**config.mk**
```make
export PLATFORM = sky130hd
export DESIGN_NAME = window_median_stddev_flat
export DESIGN_NICKNAME = d
export VERILOG_FILES = /design/src/design/wms_pkg.sv /design/src/design/wms_ifs.sv /design/src/design/wms_ram.sv /design/src/design/wms_sort_row.sv /design/src/design/wms_datapath.sv /design/src/design/wms_ctrl.sv /design/src/design/window_median_stddev.sv /design/src/flat_wrapper.sv
export SDC_FILE = /design/constraint.sdc
export NUM_CORES = 2
export LEC_CHECK = 0
export BUFFER_PORTS_ARGS = -buffer_cell sky130_fd_sc_hd__buf_2
export CAP_MARGIN = 20
export CORE_MARGIN = 1.5
export CORE_UTILIZATION = 55
export CTS_CLUSTER_DIAMETER = 150
export DETAILED_ROUTE_END_ITERATION = 7
export HOLD_SLACK_MARGIN = 0.15
export PLACE_DENSITY = 0.74
export REMOVE_ABC_BUFFERS = 1
export SLEW_MARGIN = 25
export SYNTH_ARGS = -nofsm -noshare
export SYNTH_HDL_FRONTEND = slang
export SYNTH_SLANG_ARGS = --single-unit
```
**constraint.sdc**
```tcl
create_clock -name clk -period 8.5 [get_ports clk]
set_input_delay 2.55 -clock clk [delete_from_list [all_inputs] [get_ports clk]]
set_output_delay 2.55 -clock clk [all_outputs]
set_load 0.005 [all_outputs]
```
**src/design/wms_pkg.sv**
```systemverilog
`timescale 1ns / 1ps
// ----------------------------------------------------------------------------
// wms_pkg: shared types and constants for the window median / std-dev block
// Field widths, request codes, result fill values and the command and status
// bundles between the controller and the datapath.
// ----------------------------------------------------------------------------
package wms_pkg;

  localparam int SAMPLE_BITS = 12;
  localparam int LEN_BITS    = 6;
  localparam int RANK_BITS   = 5;
  localparam int MEDIAN_BITS = 13;
  localparam int STD_BITS    = 20;
  localparam int FRAC_BITS   = 16;

  localparam logic [LEN_BITS-1:0]           WINDOW_LEN_RESET = 6'd31;
  localparam logic signed [MEDIAN_BITS-1:0] MEDIAN_NONE      = -13'sd1;
  localparam logic signed [STD_BITS-1:0]    STD_NONE         = -20'sd256;

  // request codes
  localparam logic REQ_ADD   = 1'b0;
  localparam logic REQ_QUERY = 1'b1;

  typedef enum logic [3:0] {
    OP_NONE,
    OP_LOAD,
    OP_OLD,
    OP_NEW,
    OP_ACC,
    OP_RANK,
    OP_MHI,
    OP_MLO,
    OP_SQRT,
    OP_DIV,
    OP_OUT
  } op_t;

  typedef struct packed {
    op_t  op;
    logic ram_rd;
  } dp_cmd_t;

  typedef struct packed {
    logic is_add;
    logic full;
    logic out_busy;
  } dp_status_t;

endpackage

```
**src/design/wms_ifs.sv**
```systemverilog
`timescale 1ns / 1ps
// ----------------------------------------------------------------------------
// wms_ifs: valid/ready channels of the window median / std-dev block
// Input request, result and window-length write channels.
// ----------------------------------------------------------------------------
interface wms_in_if;
  logic                             valid;
  logic                             ready;
  logic                             req_type;
  logic [wms_pkg::SAMPLE_BITS-1:0]  sample;
  logic [wms_pkg::RANK_BITS-1:0]    rank;

  modport source (output valid, req_type, sample, rank, input ready);
  modport sink   (input valid, req_type, sample, rank, output ready);
endinterface

interface wms_out_if;
  logic                                    valid;
  logic                                    ready;
  logic                                    full_res;
  logic signed [wms_pkg::MEDIAN_BITS-1:0]  median;
  logic signed [wms_pkg::STD_BITS-1:0]     std_dev;
  logic [wms_pkg::SAMPLE_BITS-1:0]         ranked_value;

  modport source (output valid, full_res, median, std_dev, ranked_value, input ready);
  modport sink   (input valid, full_res, median, std_dev, ranked_value, output ready);
endinterface

interface wms_cfg_if;
  logic                          valid;
  logic                          ready;
  logic [wms_pkg::LEN_BITS-1:0]  window_len;

  modport source (output valid, window_len, input ready);
  modport sink   (input valid, window_len, output ready);
endinterface

```
**src/design/wms_ram.sv**
```systemverilog
`timescale 1ns / 1ps
// ----------------------------------------------------------------------------
// wms_ram: generic single-write, single-read RAM
// One write port and one read port with registered read data.
// ----------------------------------------------------------------------------
module wms_ram #(
  parameter int WIDTH = 12,
  parameter int DEPTH = 32
) (
  input  logic                     clk,
  input  logic                     we,
  input  logic [$clog2(DEPTH)-1:0] waddr,
  input  logic [WIDTH-1:0]         wdata,
  input  logic                     re,
  input  logic [$clog2(DEPTH)-1:0] raddr,
  output logic [WIDTH-1:0]         rdata
);

  logic [WIDTH-1:0] mem [DEPTH];
  logic [WIDTH-1:0] rdata_r;

  always_ff @(posedge clk) begin
    if (we) begin
      mem[waddr] <= wdata;
    end
    if (re) begin
      rdata_r <= mem[raddr];
    end
  end

  assign rdata = rdata_r;

endmodule

```
**src/design/wms_sort_row.sv**
```systemverilog
`timescale 1ns / 1ps
// ----------------------------------------------------------------------------
// wms_sort_row: row of cells holding the window in ascending order
// Each cell compares against a key and shifts from a neighbor to delete one
// copy of the key or to insert the key at its sorted place.
// ----------------------------------------------------------------------------
module wms_sort_row #(
  parameter int DEPTH = 32,
  parameter int WIDTH = 12
) (
  input  logic                             clk,
  input  logic                             rst_n,
  input  logic                             clr,
  input  logic                             del_en,
  input  logic                             ins_en,
  input  logic [WIDTH-1:0]                 key,
  input  logic [$clog2(DEPTH+1)-1:0]       len,
  input  logic [$clog2(DEPTH)-1:0]         rd_addr,
  output logic [WIDTH-1:0]                 rd_data
);

  logic [WIDTH-1:0] cell_r   [DEPTH];
  logic [WIDTH-1:0] cell_nxt [DEPTH];
  logic [DEPTH-1:0] gt;

  // key compare per cell; cells from len-1 up count as above the key
  always_comb begin
    for (int i = 0; i < DEPTH; i++) begin
      gt[i] = (i >= int'(len) - 1) || (cell_r[i] > key);
    end
  end

  // shift left over the key's first copy, or shift right to open its slot
  always_comb begin
    for (int i = 0; i < DEPTH; i++) begin
      cell_nxt[i] = cell_r[i];
      if (del_en && (i < int'(len) - 1) && (i < DEPTH - 1) && (cell_r[i] >= key)) begin
        cell_nxt[i] = cell_r[(i < DEPTH - 1) ? i + 1 : i];
      end
      if (ins_en && (i < int'(len)) && gt[i]) begin
        if (i > 0 && gt[(i > 0) ? i - 1 : 0]) begin
          cell_nxt[i] = cell_r[(i > 0) ? i - 1 : 0];
        end else begin
          cell_nxt[i] = key;
        end
      end
    end
  end

  always_ff @(posedge clk) begin
    for (int i = 0; i < DEPTH; i++) begin
      if (!rst_n || clr) begin
        cell_r[i] <= '0;
      end else begin
        cell_r[i] <= cell_nxt[i];
      end
    end
  end

  assign rd_data = cell_r[rd_addr];

endmodule

```
**src/design/wms_datapath.sv**
```systemverilog
`timescale 1ns / 1ps
// ----------------------------------------------------------------------------
// wms_datapath: window store, running sums, sorted row and root/divide unit
// Executes one controller command per cycle and holds the result register.
// ----------------------------------------------------------------------------
module wms_datapath #(
  parameter int MAX_WINDOW = 32
) (
  input  logic                                 clk,
  input  logic                                 rst_n,
  input  logic                                 cfg_we,
  input  logic [wms_pkg::LEN_BITS-1:0]         cfg_len,
  input  logic                                 in_req_type,
  input  logic [wms_pkg::SAMPLE_BITS-1:0]      in_sample,
  input  logic [wms_pkg::RANK_BITS-1:0]        in_rank,
  input  wms_pkg::dp_cmd_t                     cmd,
  output wms_pkg::dp_status_t                  status,
  input  logic                                 out_ready,
  output logic                                 out_valid,
  output logic                                 out_full_res,
  output logic signed [wms_pkg::MEDIAN_BITS-1:0] out_median,
  output logic signed [wms_pkg::STD_BITS-1:0]  out_std_dev,
  output logic [wms_pkg::SAMPLE_BITS-1:0]      out_ranked_value
);
  import wms_pkg::*;

  localparam int AW  = $clog2(MAX_WINDOW);
  localparam int LW  = $clog2(MAX_WINDOW + 1);
  localparam int SB  = SAMPLE_BITS;
  localparam int S1W = SB + LW;
  localparam int S2W = 2 * SB + LW;
  localparam int DW  = 2 * SB + 2 * LW;
  localparam int RW  = (DW + FRAC_BITS + 1) / 2;
  localparam int XW  = 2 * RW;
  localparam int PW  = S1W + S2W;

  logic [LEN_BITS-1:0] len_r;
  logic                req_r;
  logic [SB-1:0]       smp_r;
  logic [RANK_BITS-1:0] rank_r;
  logic [AW-1:0]       ws_r;
  logic                full_r;
  logic [MAX_WINDOW-1:0] valid_r;
  logic [S1W-1:0]      s1_r;
  logic [S2W-1:0]      s2_r;
  logic [PW-1:0]       prod_r;
  logic [PW-1:0]       sq_r;
  logic [XW-1:0]       x_r;
  logic [RW:0]         rem_r;
  logic [RW-1:0]       root_r;
  logic [LW-1:0]       drem_r;
  logic [SB-1:0]       rk_r;
  logic [SB-1:0]       mhi_r;
  logic [SB-1:0]       mlo_r;
  logic                ov_r;
  logic                ofull_r;
  logic signed [MEDIAN_BITS-1:0] omed_r;
  logic signed [STD_BITS-1:0]    ostd_r;
  logic [SB-1:0]       orank_r;

  logic [LW-1:0]       n_c;
  logic [SB-1:0]       ram_rdata;
  logic [SB-1:0]       old_c;
  logic [SB-1:0]       key_c;
  logic [AW-1:0]       mhi_idx;
  logic [AW-1:0]       rd_addr;
  logic [SB-1:0]       rd_data;
  logic [S1W-1:0]      mul_a;
  logic [S2W-1:0]      mul_b;
  logic [PW-1:0]       prod_c;
  logic                wrap_c;
  logic [RW+2:0]       rsh_c;
  logic [RW+2:0]       trial_c;
  logic                rge_c;
  logic [LW:0]         dsh_c;
  logic                dge_c;
  logic [DW-1:0]       d_c;
  logic [SB:0]         pair_c;
  logic [SB-1:0]       med_c;

  // effective window length: zero reads as one, clamp to the store depth
  always_comb begin
    if (len_r == '0) begin
      n_c = LW'(1);
    end else if (32'(len_r) > MAX_WINDOW) begin
      n_c = LW'(MAX_WINDOW);
    end else begin
      n_c = LW'(len_r);
    end
  end

  // arrival-order store; never-written slots read as zero
  wms_ram #(.WIDTH(SB), .DEPTH(MAX_WINDOW)) u_ram (
    .clk   (clk),
    .we    (cmd.op == OP_NEW),
    .waddr (ws_r),
    .wdata (smp_r),
    .re    (cmd.ram_rd),
    .raddr (ws_r),
    .rdata (ram_rdata)
  );

  assign old_c  = valid_r[ws_r] ? ram_rdata : '0;
  assign key_c  = (cmd.op == OP_OLD) ? old_c : smp_r;
  assign wrap_c = !(32'(ws_r) + 1 < 32'(n_c));

  // read index into the sorted row
  assign mhi_idx = AW'(n_c >> 1);
  always_comb begin
    case (cmd.op)
      OP_RANK: rd_addr = AW'(rank_r);
      OP_MLO:  rd_addr = n_c[0] ? mhi_idx : mhi_idx - 1'b1;
      default: rd_addr = mhi_idx;
    endcase
  end

  wms_sort_row #(.DEPTH(MAX_WINDOW), .WIDTH(SB)) u_row (
    .clk     (clk),
    .rst_n   (rst_n),
    .clr     (cfg_we),
    .del_en  (cmd.op == OP_OLD),
    .ins_en  (cmd.op == OP_NEW),
    .key     (key_c),
    .len     (n_c),
    .rd_addr (rd_addr),
    .rd_data (rd_data)
  );

  // shared multiplier operands: squares of samples, s1 squared, n times s2
  always_comb begin
    case (cmd.op)
      OP_OLD:  begin mul_a = S1W'(old_c); mul_b = S2W'(old_c); end
      OP_NEW:  begin mul_a = S1W'(smp_r); mul_b = S2W'(smp_r); end
      OP_RANK: begin mul_a = s1_r;        mul_b = S2W'(s1_r);  end
      default: begin mul_a = S1W'(n_c);   mul_b = s2_r;        end
    endcase
  end
  assign prod_c = PW'(mul_a) * PW'(mul_b);

  // root step: bring down two radicand bits, try {root, 01}
  assign rsh_c   = {rem_r, x_r[XW-1 -: 2]};
  assign trial_c = (RW + 3)'({root_r, 2'b01});
  assign rge_c   = rsh_c >= trial_c;

  // divide step: bring down one root bit, try the length
  assign dsh_c = {drem_r, root_r[RW-1]};
  assign dge_c = dsh_c >= (LW + 1)'(n_c);

  assign d_c    = DW'(prod_r - sq_r);
  assign pair_c = (SB + 1)'(mhi_r) + (SB + 1)'(mlo_r) + (SB + 1)'(1);
  assign med_c  = n_c[0] ? mhi_r : pair_c[SB:1];

  // request capture and window bookkeeping
  always_ff @(posedge clk) begin
    if (!rst_n) begin
      len_r   <= WINDOW_LEN_RESET;
      ws_r    <= '0;
      full_r  <= 1'b0;
      valid_r <= '0;
      s1_r    <= '0;
      s2_r    <= '0;
    end else if (cfg_we) begin
      len_r   <= cfg_len;
      ws_r    <= '0;
      full_r  <= 1'b0;
      valid_r <= '0;
      s1_r    <= '0;
      s2_r    <= '0;
    end else begin
      case (cmd.op)
        OP_OLD: s1_r <= s1_r - S1W'(old_c);
        OP_NEW: begin
          s1_r          <= s1_r + S1W'(smp_r);
          s2_r          <= s2_r - S2W'(prod_r);
          valid_r[ws_r] <= 1'b1;
          if (wrap_c) begin
            ws_r   <= '0;
            full_r <= 1'b1;
          end else begin
            ws_r <= ws_r + 1'b1;
          end
        end
        OP_ACC: s2_r <= s2_r + S2W'(prod_r);
        default: ;
      endcase
    end
  end

  // arithmetic registers
  always_ff @(posedge clk) begin
    case (cmd.op)
      OP_LOAD: begin
        req_r  <= in_req_type;
        smp_r  <= in_sample;
        rank_r <= in_rank;
      end
      OP_OLD, OP_NEW: prod_r <= prod_c;
      OP_RANK: begin
        prod_r <= prod_c;
        rk_r   <= (32'(rank_r) < 32'(n_c)) ? rd_data : '0;
      end
      OP_MHI: begin
        sq_r   <= prod_r;
        prod_r <= prod_c;
        mhi_r  <= rd_data;
      end
      OP_MLO: begin
        mlo_r  <= rd_data;
        x_r    <= XW'({d_c, {FRAC_BITS{1'b0}}});
        rem_r  <= '0;
        root_r <= '0;
        drem_r <= '0;
      end
      OP_SQRT: begin
        x_r    <= x_r << 2;
        rem_r  <= rge_c ? (RW + 1)'(rsh_c - trial_c) : (RW + 1)'(rsh_c);
        root_r <= {root_r[RW-2:0], rge_c};
      end
      OP_DIV: begin
        drem_r <= dge_c ? LW'(dsh_c - (LW + 1)'(n_c)) : LW'(dsh_c);
        root_r <= {root_r[RW-2:0], dge_c};
      end
      default: ;
    endcase
  end

  // result register: hold until the result is taken
  always_ff @(posedge clk) begin
    if (!rst_n) begin
      ov_r <= 1'b0;
    end else if (cmd.op == OP_OUT) begin
      ov_r <= 1'b1;
    end else if (out_ready) begin
      ov_r <= 1'b0;
    end
  end

  always_ff @(posedge clk) begin
    if (cmd.op == OP_OUT) begin
      ofull_r <= full_r;
      omed_r  <= full_r ? $signed({1'b0, med_c}) : MEDIAN_NONE;
      ostd_r  <= full_r ? $signed(STD_BITS'(root_r)) : STD_NONE;
      orank_r <= rk_r;
    end
  end

  assign status.is_add   = (req_r == REQ_ADD);
  assign status.full     = full_r;
  assign status.out_busy = ov_r;

  assign out_valid        = ov_r;
  assign out_full_res     = ofull_r;
  assign out_median       = omed_r;
  assign out_std_dev      = ostd_r;
  assign out_ranked_value = orank_r;

  a_slot_in_window: assert property (@(posedge clk) disable iff (!rst_n)
    32'(ws_r) < 32'(n_c))
    else $error("write slot beyond window length");

  a_out_loaded: assert property (@(posedge clk) disable iff (!rst_n)
    cmd.op == OP_OUT |=> ov_r)
    else $error("result not presented after load");

  a_full_sticky: assert property (@(posedge clk) disable iff (!rst_n)
    $fell(full_r) |-> $past(cfg_we))
    else $error("full flag dropped without a length write");

endmodule

```
**src/design/wms_ctrl.sv**
```systemverilog
`timescale 1ns / 1ps
// ----------------------------------------------------------------------------
// wms_ctrl: request sequencer for the window median / std-dev block
// Steps requests through update (adds), read-out, root/divide (full) phases.
// ----------------------------------------------------------------------------
module wms_ctrl #(
  parameter int MAX_WINDOW = 32
) (
  input  logic                clk,
  input  logic                rst_n,
  input  logic                in_valid,
  output logic                in_ready,
  input  wms_pkg::dp_status_t status,
  output wms_pkg::dp_cmd_t    cmd
);
  import wms_pkg::*;

  localparam int LW = $clog2(MAX_WINDOW + 1);
  localparam int DW = 2 * SAMPLE_BITS + 2 * LW;
  localparam int RW = (DW + FRAC_BITS + 1) / 2;
  localparam int CW = $clog2(RW);

  typedef enum logic [9:0] {
    S_IDLE = 10'b0000000001,
    S_OLD  = 10'b0000000010,
    S_NEW  = 10'b0000000100,
    S_ACC  = 10'b0000001000,
    S_C0   = 10'b0000010000,
    S_C1   = 10'b0000100000,
    S_C2   = 10'b0001000000,
    S_SQRT = 10'b0010000000,
    S_DIV  = 10'b0100000000,
    S_DONE = 10'b1000000000
  } state_t;

  state_t        state_r, state_nxt;
  logic [CW-1:0] cnt_r, cnt_nxt;

  // next state and command
  always_comb begin
    state_nxt  = state_r;
    cnt_nxt    = cnt_r;
    in_ready   = 1'b0;
    cmd.op     = OP_NONE;
    cmd.ram_rd = 1'b0;
    case (state_r)
      S_IDLE: begin
        in_ready = 1'b1;
        if (in_valid) begin
          cmd.op     = OP_LOAD;
          cmd.ram_rd = 1'b1;
          state_nxt  = S_OLD;
        end
      end
      S_OLD: begin
        if (status.is_add) begin
          cmd.op    = OP_OLD;
          state_nxt = S_NEW;
        end else begin
          state_nxt = S_C0;
        end
      end
      S_NEW: begin
        cmd.op    = OP_NEW;
        state_nxt = S_ACC;
      end
      S_ACC: begin
        cmd.op    = OP_ACC;
        state_nxt = S_C0;
      end
      S_C0: begin
        cmd.op    = OP_RANK;
        state_nxt = S_C1;
      end
      S_C1: begin
        cmd.op    = OP_MHI;
        state_nxt = S_C2;
      end
      S_C2: begin
        cmd.op    = OP_MLO;
        cnt_nxt   = '0;
        state_nxt = status.full ? S_SQRT : S_DONE;
      end
      S_SQRT: begin
        cmd.op = OP_SQRT;
        if (cnt_r == CW'(RW - 1)) begin
          cnt_nxt   = '0;
          state_nxt = S_DIV;
        end else begin
          cnt_nxt = cnt_r + 1'b1;
        end
      end
      S_DIV: begin
        cmd.op = OP_DIV;
        if (cnt_r == CW'(RW - 1)) begin
          cnt_nxt   = '0;
          state_nxt = S_DONE;
        end else begin
          cnt_nxt = cnt_r + 1'b1;
        end
      end
      S_DONE: begin
        if (!status.out_busy) begin
          cmd.op    = OP_OUT;
          state_nxt = S_IDLE;
        end
      end
      default: state_nxt = S_IDLE;
    endcase
  end

  always_ff @(posedge clk) begin
    if (!rst_n) begin
      state_r <= S_IDLE;
      cnt_r   <= '0;
    end else begin
      state_r <= state_nxt;
      cnt_r   <= cnt_nxt;
    end
  end

  a_root_only_full: assert property (@(posedge clk) disable iff (!rst_n)
    (state_r == S_SQRT || state_r == S_DIV) |-> status.full)
    else $error("root phase entered with window not full");

  a_accept_steps: assert property (@(posedge clk) disable iff (!rst_n)
    in_valid && in_ready |=> state_r == S_OLD)
    else $error("accepted request not dispatched");

endmodule

```
**src/design/window_median_stddev.sv**
```systemverilog
`timescale 1ns / 1ps
// ----------------------------------------------------------------------------
// window_median_stddev: sliding-window median, rank and standard deviation
// Keeps the last window_len samples and answers every request with the full
// flag, median, Q.8 population standard deviation and a ranked sample.
// ----------------------------------------------------------------------------
//  channel  dir  payload                                    request when
//  in_ch    in   req_type, sample, rank                     valid & ready
//  out_ch   out  full_res, median, std_dev, ranked_value    valid & ready
//  cfg_ch   in   window_len                                 valid & ready
//
//  A query runs the read-out states only; an add first updates the store, sums
//  and sorted row. Once the window is full both then run the bit-pair square root
//  and the restoring divide by the length (RW = 26 at MAX_WINDOW 32). One request
//  is in work at a time; the next is taken while a finished result waits in out_ch.
//  Reset and any window_len write clear the window; cfg_ch is always ready.
// ----------------------------------------------------------------------------
module window_median_stddev #(
  parameter int MAX_WINDOW = 32
) (
  input  logic      clk,
  input  logic      rst_n,
  wms_in_if.sink    in_ch,
  wms_out_if.source out_ch,
  wms_cfg_if.sink   cfg_ch
);
  import wms_pkg::*;

  dp_cmd_t    cmd;
  dp_status_t status;
  logic       cfg_we;

  // window_len writes are taken at once
  assign cfg_ch.ready = 1'b1;
  assign cfg_we       = cfg_ch.valid;

  wms_ctrl #(.MAX_WINDOW(MAX_WINDOW)) u_ctrl (
    .clk      (clk),
    .rst_n    (rst_n),
    .in_valid (in_ch.valid),
    .in_ready (in_ch.ready),
    .status   (status),
    .cmd      (cmd)
  );

  wms_datapath #(.MAX_WINDOW(MAX_WINDOW)) u_dp (
    .clk              (clk),
    .rst_n            (rst_n),
    .cfg_we           (cfg_we),
    .cfg_len          (cfg_ch.window_len),
    .in_req_type      (in_ch.req_type),
    .in_sample        (in_ch.sample),
    .in_rank          (in_ch.rank),
    .cmd              (cmd),
    .status           (status),
    .out_ready        (out_ch.ready),
    .out_valid        (out_ch.valid),
    .out_full_res     (out_ch.full_res),
    .out_median       (out_ch.median),
    .out_std_dev      (out_ch.std_dev),
    .out_ranked_value (out_ch.ranked_value)
  );

endmodule

```
**src/flat_wrapper.sv**
```systemverilog
// flat-port wrapper written by rule: the top's interface ports become plain ports
module window_median_stddev_flat import wms_pkg::*;
#(
  parameter int MAX_WINDOW = 32
)
  (clk, rst_n, in_ch_valid, in_ch_req_type, in_ch_sample, in_ch_rank, in_ch_ready, out_ch_valid, out_ch_full_res, out_ch_median, out_ch_std_dev, out_ch_ranked_value, out_ch_ready, cfg_ch_valid, cfg_ch_window_len, cfg_ch_ready);
  wms_in_if in_ch_i ();
  wms_out_if out_ch_i ();
  wms_cfg_if cfg_ch_i ();
  input  logic clk;
  input  logic rst_n;
  input wire logic [$bits(in_ch_i.valid)-1:0] in_ch_valid;
  input wire logic [$bits(in_ch_i.req_type)-1:0] in_ch_req_type;
  input wire logic [$bits(in_ch_i.sample)-1:0] in_ch_sample;
  input wire logic [$bits(in_ch_i.rank)-1:0] in_ch_rank;
  output wire logic [$bits(in_ch_i.ready)-1:0] in_ch_ready;
  output wire logic [$bits(out_ch_i.valid)-1:0] out_ch_valid;
  output wire logic [$bits(out_ch_i.full_res)-1:0] out_ch_full_res;
  output wire logic [$bits(out_ch_i.median)-1:0] out_ch_median;
  output wire logic [$bits(out_ch_i.std_dev)-1:0] out_ch_std_dev;
  output wire logic [$bits(out_ch_i.ranked_value)-1:0] out_ch_ranked_value;
  input wire logic [$bits(out_ch_i.ready)-1:0] out_ch_ready;
  input wire logic [$bits(cfg_ch_i.valid)-1:0] cfg_ch_valid;
  input wire logic [$bits(cfg_ch_i.window_len)-1:0] cfg_ch_window_len;
  output wire logic [$bits(cfg_ch_i.ready)-1:0] cfg_ch_ready;
  assign in_ch_i.valid = in_ch_valid;
  assign in_ch_i.req_type = in_ch_req_type;
  assign in_ch_i.sample = in_ch_sample;
  assign in_ch_i.rank = in_ch_rank;
  assign in_ch_ready = in_ch_i.ready;
  assign out_ch_valid = out_ch_i.valid;
  assign out_ch_full_res = out_ch_i.full_res;
  assign out_ch_median = out_ch_i.median;
  assign out_ch_std_dev = out_ch_i.std_dev;
  assign out_ch_ranked_value = out_ch_i.ranked_value;
  assign out_ch_i.ready = out_ch_ready;
  assign cfg_ch_i.valid = cfg_ch_valid;
  assign cfg_ch_i.window_len = cfg_ch_window_len;
  assign cfg_ch_ready = cfg_ch_i.ready;
  window_median_stddev #(.MAX_WINDOW(MAX_WINDOW)) u_core (.clk(clk), .rst_n(rst_n), .in_ch(in_ch_i), .out_ch(out_ch_i), .cfg_ch(cfg_ch_i));
endmodule
```
==> results.cfg <==
[run_status]
status = finished, final reports clean

[worst_setup_path]
crit_end = u_core.u_dp.prod_r[34]$_DFFE_PP_
regToRegStartpoint = u_core.u_dp.ws_r[0]$_SDFFE_PP0P_
path_max_fanout = 23
startpoint_type = flop
r2r_cells = 31
path_common_cell = fa_1
crit_start = u_core.u_dp.ws_r[0]$_SDFFE_PP0P_
rr_endpoint = u_core.u_dp.prod_r[34]$_DFFE_PP_
crit_path_end_kind = flop
cp.arrival_ns = 8.78
crit_required_ns = 9.05
r2r_slack_ns = 0.26
slowest_delay_ns = 0.55
crit_type = reg2reg
slowest_stage = fa_1

[detailed_routing]
viasPerCell = 6.29
post_drt_wl_per_cell_um = 24.5
dr.first_iter.drc_count = 7343
routed_wl_um = 265000
dr.pass1.iters = 8
num_vias = 68100
drc = 0
drtAntennaViolNets = 0

[sta]
min_period_over_period_pct = 96.9
max_freq_mhz = 121
worst_pin_slew_ns = 1.13
finClkSkew_ns = 0.0394
final-setup-viol-count = 0
slew_headroom_pct = 24.5
finalMaxSlewViolations = 0
whs_ns = 0.421
hold_viol_final = 0
timing.final.ws_setup_ns = 0.264
period_needed_ns = 8.24

[grt]
global_route.usage.total_pct = 34.6
grt_max_degree = 139
antenna_found_initial = 10
grt_pass1_vias = 66700
grt_pass1_wl_um = 405000
overflow = 0

[clocking]
clockBufferDepth = 3
numCtsBuffers = 131
ctsHoldBuffers = 0
clock_sinks = 1155
cts_root_buffer = clkbuf_16
clk_latency_ns = 0.80
cts_tree = built
clk_pin_slew_worst_paths_ns = 0.07
htree_levels = 4

[synthesis]
synth_cell_type_count = 98
synthCells = 8634
seq_area_frac_synth_pct = 35.9
ys_ff_latch = 1155
synthArstFlopShare_pct = 0
dominantRegCellSynth = edfxtp_1
synth-edff-count = 663
syn_area_um2 = 82800
yosys_warnings = 0
syn_area_per_cell_um2 = 9.60

[die]
die_w_um = 391
io_pins = 78
core_area_um2 = 150000
die_h_um = 391
rows = 142
dieArea_um2 = 153000
initial_core_util_pct = 55.4

[layout]
syn2layout_area_growth_pct = 10.0
drive_gt1_share_pct = 10.1
layout_common_cells = 995 x nand2_1, 745 x nor2_1, 663 x edfxtp_1
fin_nets = 9745
utilization_pct = 60.9
final_common_cell = nand2_1

[placement]
gp_congestion = 1.03
portBuffers = 76
place_hpwl_um = 192000
pre_cts_ws_ns = 0.0565

[worst_hold_path]
hp-start = u_core.u_dp.rk_r[8]$_SDFFCE_PP0N_
hp-class = reg2reg

[power]
power_density_nw_per_um2 = 166
p_total_mw = 15.1
ir_drop_uv = 258
p_leak_nw = 39.0

[job]
maxCapViolCount = 0
-- final cells by class --
cell class	instances	area, µm²
fillers	12500	58500
clock buffers	179	3680
repair buffers	353	2640
clock inverters	55	629
diodes	3	7.51
inverters	687	2580
multi-input cells	6387	49300
flip-flops and latches	1155	29800
well taps	2016	2520
-- power breakdown --
part           internal [mW]  switching (mW)  total, mW
clock                   3.35            2.41       5.77
combinational           1.05            2.21       3.26
sequential              6.04          0.0575       6.10
-- routing by layer --
layer  routed length [µm]  vias to the layer above  GRT usage (%)
li1                     -                    30900              -
met1               110000                    33300           47.6
met2               116000                     3375           52.2
met3                27700                      600           8.47
met4                11100                       10           14.1
met5                   61                        -              0
-- cells by family after synthesis --
logic type      Yosys count  share of synthesized area (%)
simple gates           2674                           14.6
compound gates         1905                           15.1
buf+inv                1157                           5.34
flops                  1155                           35.9
fa+ha+maj              1001                           18.7
mux                     558                           8.47
xor+xnor                182                           1.92
other cells               2                        0.00907
-- per-stage QoR --
| stage | instances | cell area [µm²] | TNS (ns) |
|---|---|---|---|
| final | 10800 | 91100 | 0 |
| after global placement | 10600 | 86500 | 0 |
| after CTS | 10800 | 90900 | 0 |
| after detailed placement | 10600 | 86500 | 0 |
| after floorplan | 8229 | 81200 | -1264.63 |
| after global routing | 10800 | 91100 | -0.0239 |
-- state kept, by name, summed over array words and instances, names as in the netlist, 27 cells and up --
register / count
u_core.u_dp.prod_r: 36
u_core.u_dp.rem_r: 27
u_core.u_dp.s2_r: 30
u_core.u_dp.sq_r: 36
u_core.u_dp.u_ram.mem: 384
u_core.u_dp.u_row.cell_r: 384
u_core.u_dp.valid_r: 32
u_core.u_dp.x_r: 36
-- cell usage after synthesis, types with 101 or more instances --
cell	n	area (µm²)
nor2b_1	182	1140
nand3_1	231	1160
o21ai_0	269	1350
fa_1	390	7810
a211oi_1	426	3200
o21a_1	101	758
xnor2_1	113	990
clkbuf_1	370	1390
nand4_1	107	669
nand2_1	1001	3760
mux4_2	104	2340
dfxtp_1	492	9850
a21oi_1	478	2390
edfxtp_1	663	19900
ha_1	611	7640
mux2i_1	350	3500
a21o_1	199	1490
nor2_1	759	2850
inv_1	673	2530
-- worst max-delay path: cells and delay by family (launching register included) --
kind / cells / cell delay, ns
and+or+nand+nor: 6 / 1.02
muxes: 1 / 0.51
xor gates and xnor gates: 1 / 0.07
AOI/OAI and AO/OA: 9 / 1.84
buffers and inverters: 7 / 0.77
adders and majority gates: 7 / 3.43
DFF: 1 / 0.36
-- worst min-delay path by stage --
stage	endpoint	cells after the start
2_1_floorplan	u_core.u_dp.out_ranked_value[0]$_DFFE_PP_	0
3_3_place_gp	u_core.u_dp.out_ranked_value[7]$_DFFE_PP_	0
3_5_place_dp	u_core.u_dp.out_ranked_value[7]$_DFFE_PP_	0
4_1_cts	u_core.u_dp.out_ranked_value[8]$_DFFE_PP_	0
5_1_grt	u_core.u_dp.out_ranked_value[7]$_DFFE_PP_	0
6_report	u_core.u_dp.out_ranked_value[8]$_DFFE_PP_	0
-- repair_timing --
action	CTS	global route
endpoints found under the setup margin	0	8
resized for setup	0	38
setup buffers	0	9
Note: power is estimated with default switching activity, not from simulation.
